$ cat src/rtl/slc_pkg.sv
// Shared types, constants and register codes for the sound and light lamp controller.
// Used by every module in this folder; depends on nothing else.
`default_nettype none

package slc_pkg;

    localparam int SAMPLE_W = 14;
    localparam int LUX_W = 17;
    localparam int HOLD_W = 16;
    localparam int ACTION_W = 2;
    localparam int MODE_W = 2;
    localparam int LED_W = 3;
    localparam int COLOUR_W = 2;
    localparam int AVG_W = 14;

    localparam int RECENT_DEPTH_DEF = 10;
    localparam int HISTORY_DEPTH_DEF = 50;

    localparam logic [LUX_W-1:0] LUX_RESET = 17'd2000;
    localparam logic [HOLD_W-1:0] HOLD_RESET = 16'd100;

    localparam int PADDR_W = 3;
    localparam int PDATA_W = 32;
    localparam logic REG_LUX = 1'b0;
    localparam logic REG_HOLD = 1'b1;

    localparam logic [ACTION_W-1:0] ACT_TICK = 2'd0;
    localparam logic [ACTION_W-1:0] ACT_BTN1 = 2'd1;
    localparam logic [ACTION_W-1:0] ACT_BTN2 = 2'd2;

    localparam logic [COLOUR_W-1:0] COLOUR_RED = 2'd0;
    localparam logic [COLOUR_W-1:0] COLOUR_BLUE = 2'd2;

    typedef enum logic [MODE_W-1:0] {
        MODE_INIT = 2'd0,
        MODE_ON = 2'd1,
        MODE_OFF = 2'd2
    } t_mode;

    typedef enum logic [1:0] {
        PH_IDLE = 2'd0,
        PH_COUNT = 2'd1,
        PH_EXPIRED = 2'd2
    } t_phase;

    typedef struct packed {
        logic [ACTION_W-1:0] action;
        logic [SAMPLE_W-1:0] sound_sample;
        logic [LUX_W-1:0] light_level;
    } t_in_item;

    typedef struct packed {
        logic [MODE_W-1:0] mode;
        logic [LED_W-1:0] led_drive;
        logic [HOLD_W-1:0] countdown;
        logic activity;
        logic [AVG_W-1:0] recent_average;
        logic [AVG_W-1:0] history_average;
    } t_out_item;

    typedef struct packed {
        logic valid;
        logic [ACTION_W-1:0] action;
        logic [LUX_W-1:0] light_level;
        logic [AVG_W-1:0] recent_average;
        logic [AVG_W-1:0] history_average;
    } t_stat;

    typedef struct packed {
        logic [LUX_W-1:0] lux_threshold;
        logic [HOLD_W-1:0] hold_ticks;
    } t_cfg;

endpackage

`default_nettype wire

$ cat src/rtl/sound_light_lamp_controller.sv
// Sound and light lamp controller: one item per clock cycle is accepted back to back, and its
// result passes through the ring memory read at acceptance, the running-total update with
// write-back, the reciprocal multiply for the averages, then the lamp state update into the
// result register. Each ring memory is read and written once per tick item, which sets the
// one-item-per-cycle rate. A result held by a low output ready stalls the pipeline, and input
// ready falls only once every stage holds an item.
// Rings read as zero after reset through per-entry valid bits, so there is no clearing pass.
// The two APB registers sit at byte addresses 0 (lux_threshold) and 4 (hold_ticks).
`default_nettype none

module sound_light_lamp_controller #(
    parameter int RECENT_DEPTH = slc_pkg::RECENT_DEPTH_DEF,
    parameter int HISTORY_DEPTH = slc_pkg::HISTORY_DEPTH_DEF
) (
    input  wire logic                          i_clk,
    input  wire logic                          i_rst_n,
    input  wire logic                          i_in_valid,
    output logic                               o_in_ready,
    input  wire slc_pkg::t_in_item             i_in_item,
    output logic                               o_out_valid,
    input  wire logic                          i_out_ready,
    output slc_pkg::t_out_item                 o_out_item,
    input  wire logic                          psel,
    input  wire logic                          penable,
    input  wire logic                          pwrite,
    input  wire logic [slc_pkg::PADDR_W-1:0]   paddr,
    input  wire logic [slc_pkg::PDATA_W-1:0]   pwdata,
    output logic      [slc_pkg::PDATA_W-1:0]   prdata,
    output logic                               pready
);

    logic [slc_pkg::LUX_W-1:0]  r_lux;
    logic [slc_pkg::HOLD_W-1:0] r_hold;
    logic                       cfg_write;
    slc_pkg::t_cfg              cfg;
    slc_pkg::t_stat             stat;
    logic                       stat_ready;

    assign pready = 1'b1;
    assign cfg_write = psel && penable && pwrite;

    always_ff @(posedge i_clk) begin
        if (!i_rst_n) begin
            r_lux <= slc_pkg::LUX_RESET;
            r_hold <= slc_pkg::HOLD_RESET;
        end else if (cfg_write) begin
            unique case (paddr[2])
                slc_pkg::REG_LUX: begin
                    r_lux <= pwdata[slc_pkg::LUX_W-1:0];
                end
                slc_pkg::REG_HOLD: begin
                    r_hold <= pwdata[slc_pkg::HOLD_W-1:0];
                end
                default: begin
                end
            endcase
        end
    end

    always_comb begin
        unique case (paddr[2])
            slc_pkg::REG_LUX: prdata = slc_pkg::PDATA_W'(r_lux);
            slc_pkg::REG_HOLD: prdata = slc_pkg::PDATA_W'(r_hold);
            default: prdata = '0;
        endcase
    end

    always_comb begin
        cfg.lux_threshold = r_lux;
        cfg.hold_ticks = r_hold;
    end

    slc_sound #(
        .RECENT_DEPTH(RECENT_DEPTH),
        .HISTORY_DEPTH(HISTORY_DEPTH)
    ) u_sound (
        .i_clk(i_clk),
        .i_rst_n(i_rst_n),
        .i_in_valid(i_in_valid),
        .o_in_ready(o_in_ready),
        .i_in_item(i_in_item),
        .o_stat(stat),
        .i_stat_ready(stat_ready)
    );

    slc_lamp u_lamp (
        .i_clk(i_clk),
        .i_rst_n(i_rst_n),
        .i_stat(stat),
        .o_stat_ready(stat_ready),
        .i_cfg(cfg),
        .o_out_valid(o_out_valid),
        .i_out_ready(i_out_ready),
        .o_out_item(o_out_item)
    );

endmodule

`default_nettype wire

$ cat src/rtl/slc_ring_mem.sv
// Sample ring memory with one registered read port and one write port.
// Unwritten entries read as zero through per-entry valid bits; uses slc_pkg.
`default_nettype none

module slc_ring_mem #(
    parameter int DEPTH = slc_pkg::RECENT_DEPTH_DEF
) (
    input  wire logic                               i_clk,
    input  wire logic                               i_rst_n,
    input  wire logic                               i_rd_en,
    input  wire logic [$clog2(DEPTH)-1:0]           i_rd_addr,
    output logic      [slc_pkg::SAMPLE_W-1:0]       o_rd_data,
    input  wire logic                               i_wr_en,
    input  wire logic [$clog2(DEPTH)-1:0]           i_wr_addr,
    input  wire logic [slc_pkg::SAMPLE_W-1:0]       i_wr_data
);

    logic [slc_pkg::SAMPLE_W-1:0] r_mem [DEPTH];
    logic [DEPTH-1:0]             r_valid;
    logic [slc_pkg::SAMPLE_W-1:0] r_rd_data;
    logic                         r_rd_valid;

    always_ff @(posedge i_clk) begin
        if (i_wr_en) begin
            r_mem[i_wr_addr] <= i_wr_data;
        end
        if (i_rd_en) begin
            r_rd_data <= r_mem[i_rd_addr];
        end
    end

    always_ff @(posedge i_clk) begin
        if (!i_rst_n) begin
            r_valid <= '0;
            r_rd_valid <= 1'b0;
        end else begin
            if (i_wr_en) begin
                r_valid[i_wr_addr] <= 1'b1;
            end
            if (i_rd_en) begin
                r_rd_valid <= r_valid[i_rd_addr];
            end
        end
    end

    assign o_rd_data = r_rd_valid ? r_rd_data : '0;

endmodule

`default_nettype wire

$ cat src/rtl/slc_sound.sv
// Sound front end: ring pointers, ring memories, running totals and truncated averages.
// Instantiates slc_ring_mem twice; uses slc_pkg types and constants.
`default_nettype none

module slc_sound #(
    parameter int RECENT_DEPTH = slc_pkg::RECENT_DEPTH_DEF,
    parameter int HISTORY_DEPTH = slc_pkg::HISTORY_DEPTH_DEF
) (
    input  wire logic              i_clk,
    input  wire logic              i_rst_n,
    input  wire logic              i_in_valid,
    output logic                   o_in_ready,
    input  wire slc_pkg::t_in_item i_in_item,
    output slc_pkg::t_stat         o_stat,
    input  wire logic              i_stat_ready
);

    localparam int SW = slc_pkg::SAMPLE_W;
    localparam int AW = slc_pkg::AVG_W;
    localparam int RAW = $clog2(RECENT_DEPTH);
    localparam int HAW = $clog2(HISTORY_DEPTH);
    localparam int RTW = SW + RAW;
    localparam int HTW = SW + HAW;
    localparam int RSH = RTW + RAW;
    localparam int HSH = HTW + HAW;
    localparam longint unsigned RMUL_L =
        ((64'd1 << RSH) + 64'(RECENT_DEPTH) - 64'd1) / 64'(RECENT_DEPTH);
    localparam longint unsigned HMUL_L =
        ((64'd1 << HSH) + 64'(HISTORY_DEPTH) - 64'd1) / 64'(HISTORY_DEPTH);
    localparam logic [RTW:0] RMUL = (RTW+1)'(RMUL_L);
    localparam logic [HTW:0] HMUL = (HTW+1)'(HMUL_L);
    localparam logic [RAW-1:0] RLAST = RAW'(RECENT_DEPTH - 1);
    localparam logic [HAW-1:0] HLAST = HAW'(HISTORY_DEPTH - 1);

    logic en1;
    logic en2;
    logic en3;
    logic accept;
    logic tick_acc;
    logic s1_tick;
    logic s1_write;

    logic [RAW-1:0] r_rptr;
    logic [HAW-1:0] r_hptr;
    logic [RTW-1:0] r_rtotal;
    logic [HTW-1:0] r_htotal;

    logic                          r_v1;
    logic [slc_pkg::ACTION_W-1:0]  r_s1_action;
    logic [slc_pkg::LUX_W-1:0]     r_s1_light;
    logic [SW-1:0]                 r_s1_sample;
    logic [RAW-1:0]                r_s1_rptr;
    logic [HAW-1:0]                r_s1_hptr;

    logic                          r_v2;
    logic [slc_pkg::ACTION_W-1:0]  r_s2_action;
    logic [slc_pkg::LUX_W-1:0]     r_s2_light;
    logic [RTW-1:0]                r_s2_rtotal;
    logic [HTW-1:0]                r_s2_htotal;

    logic                          r_v3;
    logic [slc_pkg::ACTION_W-1:0]  r_s3_action;
    logic [slc_pkg::LUX_W-1:0]     r_s3_light;
    logic [AW-1:0]                 r_s3_ravg;
    logic [AW-1:0]                 r_s3_havg;

    logic [SW-1:0]    leaving;
    logic [SW-1:0]    old_hist;
    logic [RTW-1:0]   n_rtotal;
    logic [HTW-1:0]   n_htotal;
    logic [2*RTW:0]   rprod;
    logic [2*HTW:0]   hprod;

    assign en3 = !r_v3 || i_stat_ready;
    assign en2 = !r_v2 || en3;
    assign en1 = !r_v1 || en2;
    assign o_in_ready = en1;
    assign accept = i_in_valid && en1;
    assign tick_acc = accept && (i_in_item.action == slc_pkg::ACT_TICK);
    assign s1_tick = r_s1_action == slc_pkg::ACT_TICK;
    assign s1_write = r_v1 && en2 && s1_tick;

    slc_ring_mem #(
        .DEPTH(RECENT_DEPTH)
    ) u_recent (
        .i_clk(i_clk),
        .i_rst_n(i_rst_n),
        .i_rd_en(tick_acc),
        .i_rd_addr(r_rptr),
        .o_rd_data(leaving),
        .i_wr_en(s1_write),
        .i_wr_addr(r_s1_rptr),
        .i_wr_data(r_s1_sample)
    );

    slc_ring_mem #(
        .DEPTH(HISTORY_DEPTH)
    ) u_history (
        .i_clk(i_clk),
        .i_rst_n(i_rst_n),
        .i_rd_en(tick_acc),
        .i_rd_addr(r_hptr),
        .o_rd_data(old_hist),
        .i_wr_en(s1_write),
        .i_wr_addr(r_s1_hptr),
        .i_wr_data(leaving)
    );

    always_comb begin
        n_rtotal = r_rtotal - RTW'(leaving) + RTW'(r_s1_sample);
        n_htotal = r_htotal - HTW'(old_hist) + HTW'(leaving);
    end

    assign rprod = (2*RTW+1)'(r_s2_rtotal) * (2*RTW+1)'(RMUL);
    assign hprod = (2*HTW+1)'(r_s2_htotal) * (2*HTW+1)'(HMUL);

    always_ff @(posedge i_clk) begin
        if (!i_rst_n) begin
            r_rptr <= '0;
            r_hptr <= '0;
            r_rtotal <= '0;
            r_htotal <= '0;
            r_v1 <= 1'b0;
            r_v2 <= 1'b0;
            r_v3 <= 1'b0;
        end else begin
            if (tick_acc) begin
                r_rptr <= (r_rptr == RLAST) ? '0 : r_rptr + 1'b1;
                r_hptr <= (r_hptr == HLAST) ? '0 : r_hptr + 1'b1;
            end
            if (s1_write) begin
                r_rtotal <= n_rtotal;
                r_htotal <= n_htotal;
            end
            if (en1) begin
                r_v1 <= i_in_valid;
            end
            if (en2) begin
                r_v2 <= r_v1;
            end
            if (en3) begin
                r_v3 <= r_v2;
            end
        end
    end

    always_ff @(posedge i_clk) begin
        if (accept) begin
            r_s1_action <= i_in_item.action;
            r_s1_light <= i_in_item.light_level;
            r_s1_sample <= i_in_item.sound_sample;
            r_s1_rptr <= r_rptr;
            r_s1_hptr <= r_hptr;
        end
        if (r_v1 && en2) begin
            r_s2_action <= r_s1_action;
            r_s2_light <= r_s1_light;
            r_s2_rtotal <= s1_tick ? n_rtotal : r_rtotal;
            r_s2_htotal <= s1_tick ? n_htotal : r_htotal;
        end
        if (r_v2 && en3) begin
            r_s3_action <= r_s2_action;
            r_s3_light <= r_s2_light;
            r_s3_ravg <= rprod[RSH +: AW];
            r_s3_havg <= hprod[HSH +: AW];
        end
    end

    always_comb begin
        o_stat.valid = r_v3;
        o_stat.action = r_s3_action;
        o_stat.light_level = r_s3_light;
        o_stat.recent_average = r_s3_ravg;
        o_stat.history_average = r_s3_havg;
    end

    a_rptr_range: assert property (@(posedge i_clk) disable iff (!i_rst_n)
        r_rptr <= RLAST)
        else $error("recent ring pointer out of range");

    a_hptr_range: assert property (@(posedge i_clk) disable iff (!i_rst_n)
        r_hptr <= HLAST)
        else $error("history ring pointer out of range");

    a_rtotal_bound: assert property (@(posedge i_clk) disable iff (!i_rst_n)
        r_v1 && en2 |=> {2'b00, r_rtotal} <= (RTW+2)'(RECENT_DEPTH * ((1 << SW) - 1)))
        else $error("recent total exceeds the ring capacity");

endmodule

`default_nettype wire

$ cat src/rtl/slc_lamp.sv
// Lamp control: activity test, countdown, mode and colour logic, and the result register.
// Fed by slc_sound through a t_stat struct; uses slc_pkg types and constants.
`default_nettype none

module slc_lamp (
    input  wire logic            i_clk,
    input  wire logic            i_rst_n,
    input  wire slc_pkg::t_stat  i_stat,
    output logic                 o_stat_ready,
    input  wire slc_pkg::t_cfg   i_cfg,
    output logic                 o_out_valid,
    input  wire logic            i_out_ready,
    output slc_pkg::t_out_item   o_out_item
);

    localparam int AW = slc_pkg::AVG_W;

    slc_pkg::t_mode  r_mode;
    slc_pkg::t_mode  n_mode;
    slc_pkg::t_phase r_phase;
    slc_pkg::t_phase n_phase;
    logic                            r_first;
    logic                            n_first;
    logic [slc_pkg::HOLD_W-1:0]      r_remaining;
    logic [slc_pkg::HOLD_W-1:0]      n_remaining;
    logic [slc_pkg::COLOUR_W-1:0]    r_colour;
    logic [slc_pkg::COLOUR_W-1:0]    n_colour;
    logic                            r_out_valid;
    slc_pkg::t_out_item              r_out_item;
    slc_pkg::t_out_item              n_out_item;

    logic          en;
    logic          take;
    logic [AW-1:0] diff;
    logic [AW+3:0] tenfold;
    logic          act;

    assign en = !r_out_valid || i_out_ready;
    assign take = i_stat.valid && en;
    assign o_stat_ready = en;

    // Deviation exceeds a truncated tenth of the history mean exactly when ten times it
    // exceeds the history mean itself.
    always_comb begin
        if (i_stat.recent_average > i_stat.history_average) begin
            diff = i_stat.recent_average - i_stat.history_average;
        end else begin
            diff = i_stat.history_average - i_stat.recent_average;
        end
        tenfold = {1'b0, diff, 3'b000} + {3'b000, diff, 1'b0};
        act = (AW+4)'(i_stat.history_average) < tenfold;
    end

    always_comb begin
        n_mode = r_mode;
        n_phase = r_phase;
        n_first = r_first;
        n_remaining = r_remaining;
        n_colour = r_colour;
        unique case (i_stat.action)
            slc_pkg::ACT_TICK: begin
                if (r_phase == slc_pkg::PH_COUNT) begin
                    if (r_remaining != '0) begin
                        n_remaining = r_remaining - 1'b1;
                    end else begin
                        n_phase = slc_pkg::PH_EXPIRED;
                        n_remaining = i_cfg.hold_ticks;
                    end
                end
                if (r_mode == slc_pkg::MODE_ON) begin
                    if (!r_first) begin
                        n_first = 1'b1;
                        if (i_stat.light_level > i_cfg.lux_threshold) begin
                            n_mode = slc_pkg::MODE_OFF;
                        end
                    end
                    if (n_phase == slc_pkg::PH_IDLE) begin
                        n_phase = slc_pkg::PH_COUNT;
                        n_remaining = i_cfg.hold_ticks;
                    end else if (n_phase == slc_pkg::PH_EXPIRED) begin
                        n_phase = slc_pkg::PH_IDLE;
                        n_mode = slc_pkg::MODE_OFF;
                    end
                    if (act) begin
                        n_remaining = i_cfg.hold_ticks;
                    end
                end else if (r_mode == slc_pkg::MODE_OFF) begin
                    n_remaining = i_cfg.hold_ticks;
                    if (act && (i_stat.light_level < i_cfg.lux_threshold)) begin
                        n_mode = slc_pkg::MODE_ON;
                    end
                end
            end
            slc_pkg::ACT_BTN1: begin
                n_mode = (r_mode == slc_pkg::MODE_ON) ? slc_pkg::MODE_OFF : slc_pkg::MODE_ON;
            end
            slc_pkg::ACT_BTN2: begin
                if (r_mode == slc_pkg::MODE_INIT) begin
                    n_colour = (r_colour < slc_pkg::COLOUR_BLUE) ? r_colour + 1'b1
                                                                 : slc_pkg::COLOUR_RED;
                end else if (r_mode == slc_pkg::MODE_ON) begin
                    n_remaining = i_cfg.hold_ticks;
                end
            end
            default: begin
            end
        endcase
    end

    always_comb begin
        n_out_item.mode = n_mode;
        if (n_mode == slc_pkg::MODE_OFF) begin
            n_out_item.led_drive = '0;
        end else begin
            n_out_item.led_drive = slc_pkg::LED_W'(1) << n_colour;
        end
        n_out_item.countdown = n_remaining;
        n_out_item.activity = act;
        n_out_item.recent_average = i_stat.recent_average;
        n_out_item.history_average = i_stat.history_average;
    end

    always_ff @(posedge i_clk) begin
        if (!i_rst_n) begin
            r_mode <= slc_pkg::MODE_INIT;
            r_phase <= slc_pkg::PH_IDLE;
            r_first <= 1'b0;
            r_remaining <= slc_pkg::HOLD_RESET;
            r_colour <= slc_pkg::COLOUR_RED;
            r_out_valid <= 1'b0;
        end else begin
            if (take) begin
                r_mode <= n_mode;
                r_phase <= n_phase;
                r_first <= n_first;
                r_remaining <= n_remaining;
                r_colour <= n_colour;
            end
            if (en) begin
                r_out_valid <= i_stat.valid;
            end
        end
    end

    always_ff @(posedge i_clk) begin
        if (take) begin
            r_out_item <= n_out_item;
        end
    end

    assign o_out_valid = r_out_valid;
    assign o_out_item = r_out_item;

    a_first_sticky: assert property (@(posedge i_clk) disable iff (!i_rst_n)
        r_first |=> r_first)
        else $error("brightness check flag cleared after being set");

    a_no_return_init: assert property (@(posedge i_clk) disable iff (!i_rst_n)
        r_mode != slc_pkg::MODE_INIT |=> r_mode != slc_pkg::MODE_INIT)
        else $error("lamp mode returned to init");

    a_led_onehot: assert property (@(posedge i_clk) disable iff (!i_rst_n)
        r_out_valid |-> $onehot0(r_out_item.led_drive))
        else $error("lamp drive is not one-hot");

endmodule

`default_nettype wire
$ cat config.mk
export PLATFORM = sky130hd
export DESIGN_NAME = sound_light_lamp_controller
export DESIGN_NICKNAME = d
export VERILOG_FILES = /design/src/rtl/slc_pkg.sv /design/src/rtl/sound_light_lamp_controller.sv /design/src/rtl/slc_ring_mem.sv /design/src/rtl/slc_sound.sv /design/src/rtl/slc_lamp.sv
export SDC_FILE = /design/constraint.sdc
export NUM_CORES = 2
export LEC_CHECK = 0
export BUFFER_PORTS_ARGS = -buffer_cell sky130_fd_sc_hd__buf_2
export CELL_PAD_IN_SITES_DETAIL_PLACEMENT = 1
export CELL_PAD_IN_SITES_GLOBAL_PLACEMENT = 2
export CORE_MARGIN = 8
export CORE_UTILIZATION = 45
export DETAILED_ROUTE_END_ITERATION = 16
export HOLD_SLACK_MARGIN = 0.06
export MAX_ROUTING_LAYER = met4
export PLACE_DENSITY_LB_ADDON = 0.1
export SYNTH_ARGS = -nofsm -noshare
export SYNTH_HDL_FRONTEND = slang
export SYNTH_HIERARCHICAL = 1
export SYNTH_SLANG_ARGS = --single-unit
export TNS_END_PERCENT = 1
$ cat constraint.sdc
create_clock -name i_clk -period 11.3 [get_ports i_clk]
set_input_delay 1.695 -clock i_clk [delete_from_list [all_inputs] [get_ports i_clk]]
set_output_delay 1.695 -clock i_clk [all_outputs]
set_load 0.005 [all_outputs]
==> results.yml <==
yosys:
  synth_commonest_cells: "edfxtp_1, inv_1, ha_1"
  ys_top_cells_by_area: "edfxtp_1, ha_1, fa_1, mux4_2, dfxtp_1"
  synth-edff-count: 1065
  ys_seq_area_frac: 0.5395
  async_reset_ff_frac: 0
  synthMostInstantiatedCell: "edfxtp_1"
  synth.avg_cell_area_um2: 14.13
  ys.flop_type: "edfxtp_1"
  ys.warnings.count: 6
  yosysUniqueCellTypes: 112
  ys_seq_elements: 1235
  synth_top_cell_by_area: "edfxtp_1"
  syn_area_mm2: 0.06558
  synthCells: 4640
  netlist.area_leader.share: 0.4876
route:
  ant_nets: 0
  dr.pass1.iters: 5
  drt_iter0_drc: 2010
  via_count: 37490
  routedWlPerCell_um: 24.27
  viasPerCell: 5.455
  route.detailed.drc: 0
  wl_um: 166800
cts:
  cts_sinks: 1235
  postCtsSetupBuffers: 0
  cts_buffer_depth: 3
  clkTransAtPathRegs_ns: 0.06
  root_buffer: "clkbuf_16"
  cts_resized: 0
  cts_hold_buf: 0
  cts_made_buffers: 136
  clk_latency_ns: 0.76
  cts_tree: "done"
  htree_levels: 4
die:
  die_w_um: 397.8
  initial_core_util: 0.4516
  coreArea_mm2: 0.1452
  die_y_um: 397.8
  die_area_mm2: 0.1582
  rows: 140
  io_pins: 160
setup_path:
  crit_path_max_incr_delay_ns: 0.58
  critPathMaxFanout: 16
  crit_top_cell: "ha_1"
  crit_path_end_kind: "flop"
  crit_slowest_cell: "edfxtp_1"
  worst_setup_path_start_kind: "flop"
  worst_path_dominant_cell_family: "simple AND/OR/NAND/NOR gates"
  regToRegSetupSlack_ns: 4.12
  worstSetupEndpoint: "u_lamp/o_out_item[31]"
  r2r-start: "u_sound/r_s3_havg[9]"
  worst_r2r_endpoint: "u_lamp/o_out_item[31]"
  cp.required_ns: 11.80
  ff2ff_path_depth: 24
  path_cells: "inv_1, ha_1, nand2_1, o211a_1, or3_4, a21oi_4, mux2i_1, xnor2_1, ha_1, ha_1, nand3_1, mux2i_1, nor2_1, a31oi_1, xnor2_1, ha_1, nand3_1, o21a_1, o21ai_0, nand3_1, nor4_2, o21ai_4, and3_1, or3_1"
  path_class: "flop to flop"
  critPathLaunch: "u_sound/r_s3_havg[9]"
  arrival_ns: 7.68
  crit_cells: 24
  crit_buf_inv: 1
pwr:
  p_per_area_mw_per_mm2: 258.2
  vdd_drop_max_v: 0.0002859
  power_leakage_nw: 26.10
  total_power_w: 0.01887
grt:
  grt_first_pass_wirelength_um: 253900
  antenna_found_initial: 6
  first_global_vias: 40630
  grtUsageTotal: 0.2175
  grt_max_degree: 89
  grt_overflow: 0
job:
  drv_cap: 0
sta:
  max_slew_margin: 0.1695
  final-hold-violation-count: 0
  slew_violations: 0
  min_period_ns: 7.182
  fin_skew_ns: 0.05645
  setup_ws_ns: 4.118
  setup_viol_count_final: 0
  rsz0062_at_grt: "false"
  fmax_mhz: 139.2
  worst_pin_slew_ns: 1.244
  fin_crit_sh: 0.6356
  fin_tns_setup_ns: 0
final_layout:
  final_cells: 6872
  area_growth_pct: 11.43
  fin_util: 0.5032
  drive_gt1_frac: 0.1541
  final_net_count: 5639
hold_path:
  worstHoldPathType: "flop to flop"
place:
  dp.cells: 6624
  place_congestion: 0.7987
  dp_hpwl_um: 111900
  dp_slack_ns: 4.155
  port_buffers: 126
run_status:
  status: "completed"
-- registers in the layout, summed over array words and instances (netlist names), 14 cells and up --
name / count
r_hold: 16
u_sound/r_htotal: 20
u_sound/u_history/r_mem: 700
u_sound/u_history/r_rd_data: 14
u_sound/u_recent/r_mem: 140
u_sound/r_s2_light: 17
u_lamp/o_out_item: 50
u_sound/r_rtotal: 18
u_sound/r_s2_rtotal: 18
u_sound/r_s3_havg: 14
u_sound/r_s2_htotal: 20
u_sound/r_s3_ravg: 14
u_sound/r_s1_sample: 14
u_sound/r_s1_light: 17
u_sound/u_recent/r_rd_data: 14
u_sound/u_history/r_valid: 50
r_lux: 17
u_sound/r_s3_light: 17
u_lamp/r_remaining: 16
-- layout make-up --
class	instances	area, um2
Sequential cell	1235	35400
Inverter	649	2436
Timing Repair Buffer	223	1390
Tap cell	1917	2399
Clock inverter	68	795.8
Antenna cell	3	7.507
Multi-Input combinational cell	2600	26980
Clock buffer	177	3671
Fill cell	14230	72140
-- worst min path at each step --
stage | startpoint | to | slack, ns | depth (start not counted)
3_3_place_gp | u_sound/r_s2_light[10] | u_sound/r_s3_light[10] | 0.40 | 0
5_1_grt | u_sound/r_s2_light[7] | u_sound/r_s3_light[7] | 0.42 | 0
3_5_place_dp | u_sound/r_s2_light[7] | u_sound/r_s3_light[7] | 0.41 | 0
4_1_cts | u_sound/r_s2_light[7] | u_sound/r_s3_light[7] | 0.41 | 0
2_1_floorplan | u_sound/r_s1_light[0] | u_sound/r_s2_light[0] | 0.40 | 0
6_report | u_sound/r_s2_light[7] | u_sound/r_s3_light[7] | 0.41 | 0
-- logic make-up after synthesis --
logic type      Yosys count  share of synthesized area
flops                  1235                     0.5395
buf+inv                 819                    0.05075
simple gates            757                    0.05544
fa+ha+maj               720                     0.1685
compound gates          618                    0.06294
mux                     403                     0.1112
xor+xnor                 86                    0.01160
other cells               2                  0.0001145
-- worst reg2reg max path: stages (launching register included) --
cell and delay (ns):
edfxtp_1 0.58, inv_1 0.09, ha_1 0.42, nand2_1 0.10, o211a_1 0.26, or3_4 0.41, a21oi_4 0.44, mux2i_1 0.29
xnor2_1 0.20, ha_1 0.29, ha_1 0.24, nand3_1 0.09, mux2i_1 0.36, nor2_1 0.10, a31oi_1 0.41, xnor2_1 0.16
ha_1 0.31, nand3_1 0.08, o21a_1 0.21, o21ai_0 0.24, nand3_1 0.29, nor4_2 0.56, o21ai_4 0.24, and3_1 0.26
or3_1 0.34
-- cell usage in the layout (no fill, tap or decap), drive strengths merged, types with 39 or more instances in the layout --
master,instances
buf,223
mux2i,119
clkinv,45
and2,39
ha,447
nand3,45
o21a,85
fa,272
clkbuf,177
dfxtp,170
mux4,249
nand2,214
o21ai,150
xnor2,50
inv,656
nor2,231
edfxtp,1065
nor3,47
a21oi,144
a21o,54
-- per-stage QoR --
stage / hold WS, ns / area [um2]
3_5_place_dp: 0.4052 / 68600
2_1_floorplan: 0.4003 / 65640
6_report: 0.4112 / 73080
4_1_cts: 0.4076 / 73070
3_3_place_gp: 0.4016 / 68600
5_1_grt: 0.4210 / 73070
-- power breakdown --
| part | switching (W) | total, W | leakage (nW) | internal, W |
|---|---|---|---|---|
| Sequential | 0.000138 | 0.00535 | 9.61 | 0.00521 |
| Clock | 0.00187 | 0.00442 | 2.15 | 0.00255 |
| Combinational | 0.00526 | 0.00910 | 14.3 | 0.00384 |
| Total | 0.00726 | 0.0189 | 26.1 | 0.0116 |
-- metal layers --
| metal | up-vias | global-route usage | share of wire |
|---|---|---|---|
| li1 | 17230 | - | - |
| met1 | 19410 | 0.2765 | 0.44 |
| met2 | 657 | 0.3719 | 0.50 |
| met3 | 199 | 0.02920 | 0.035 |
| met4 | 0 | 0.05292 | 0.022 |
| met5 | - | - | 0 |
Power figures use the tool's default switching activity.
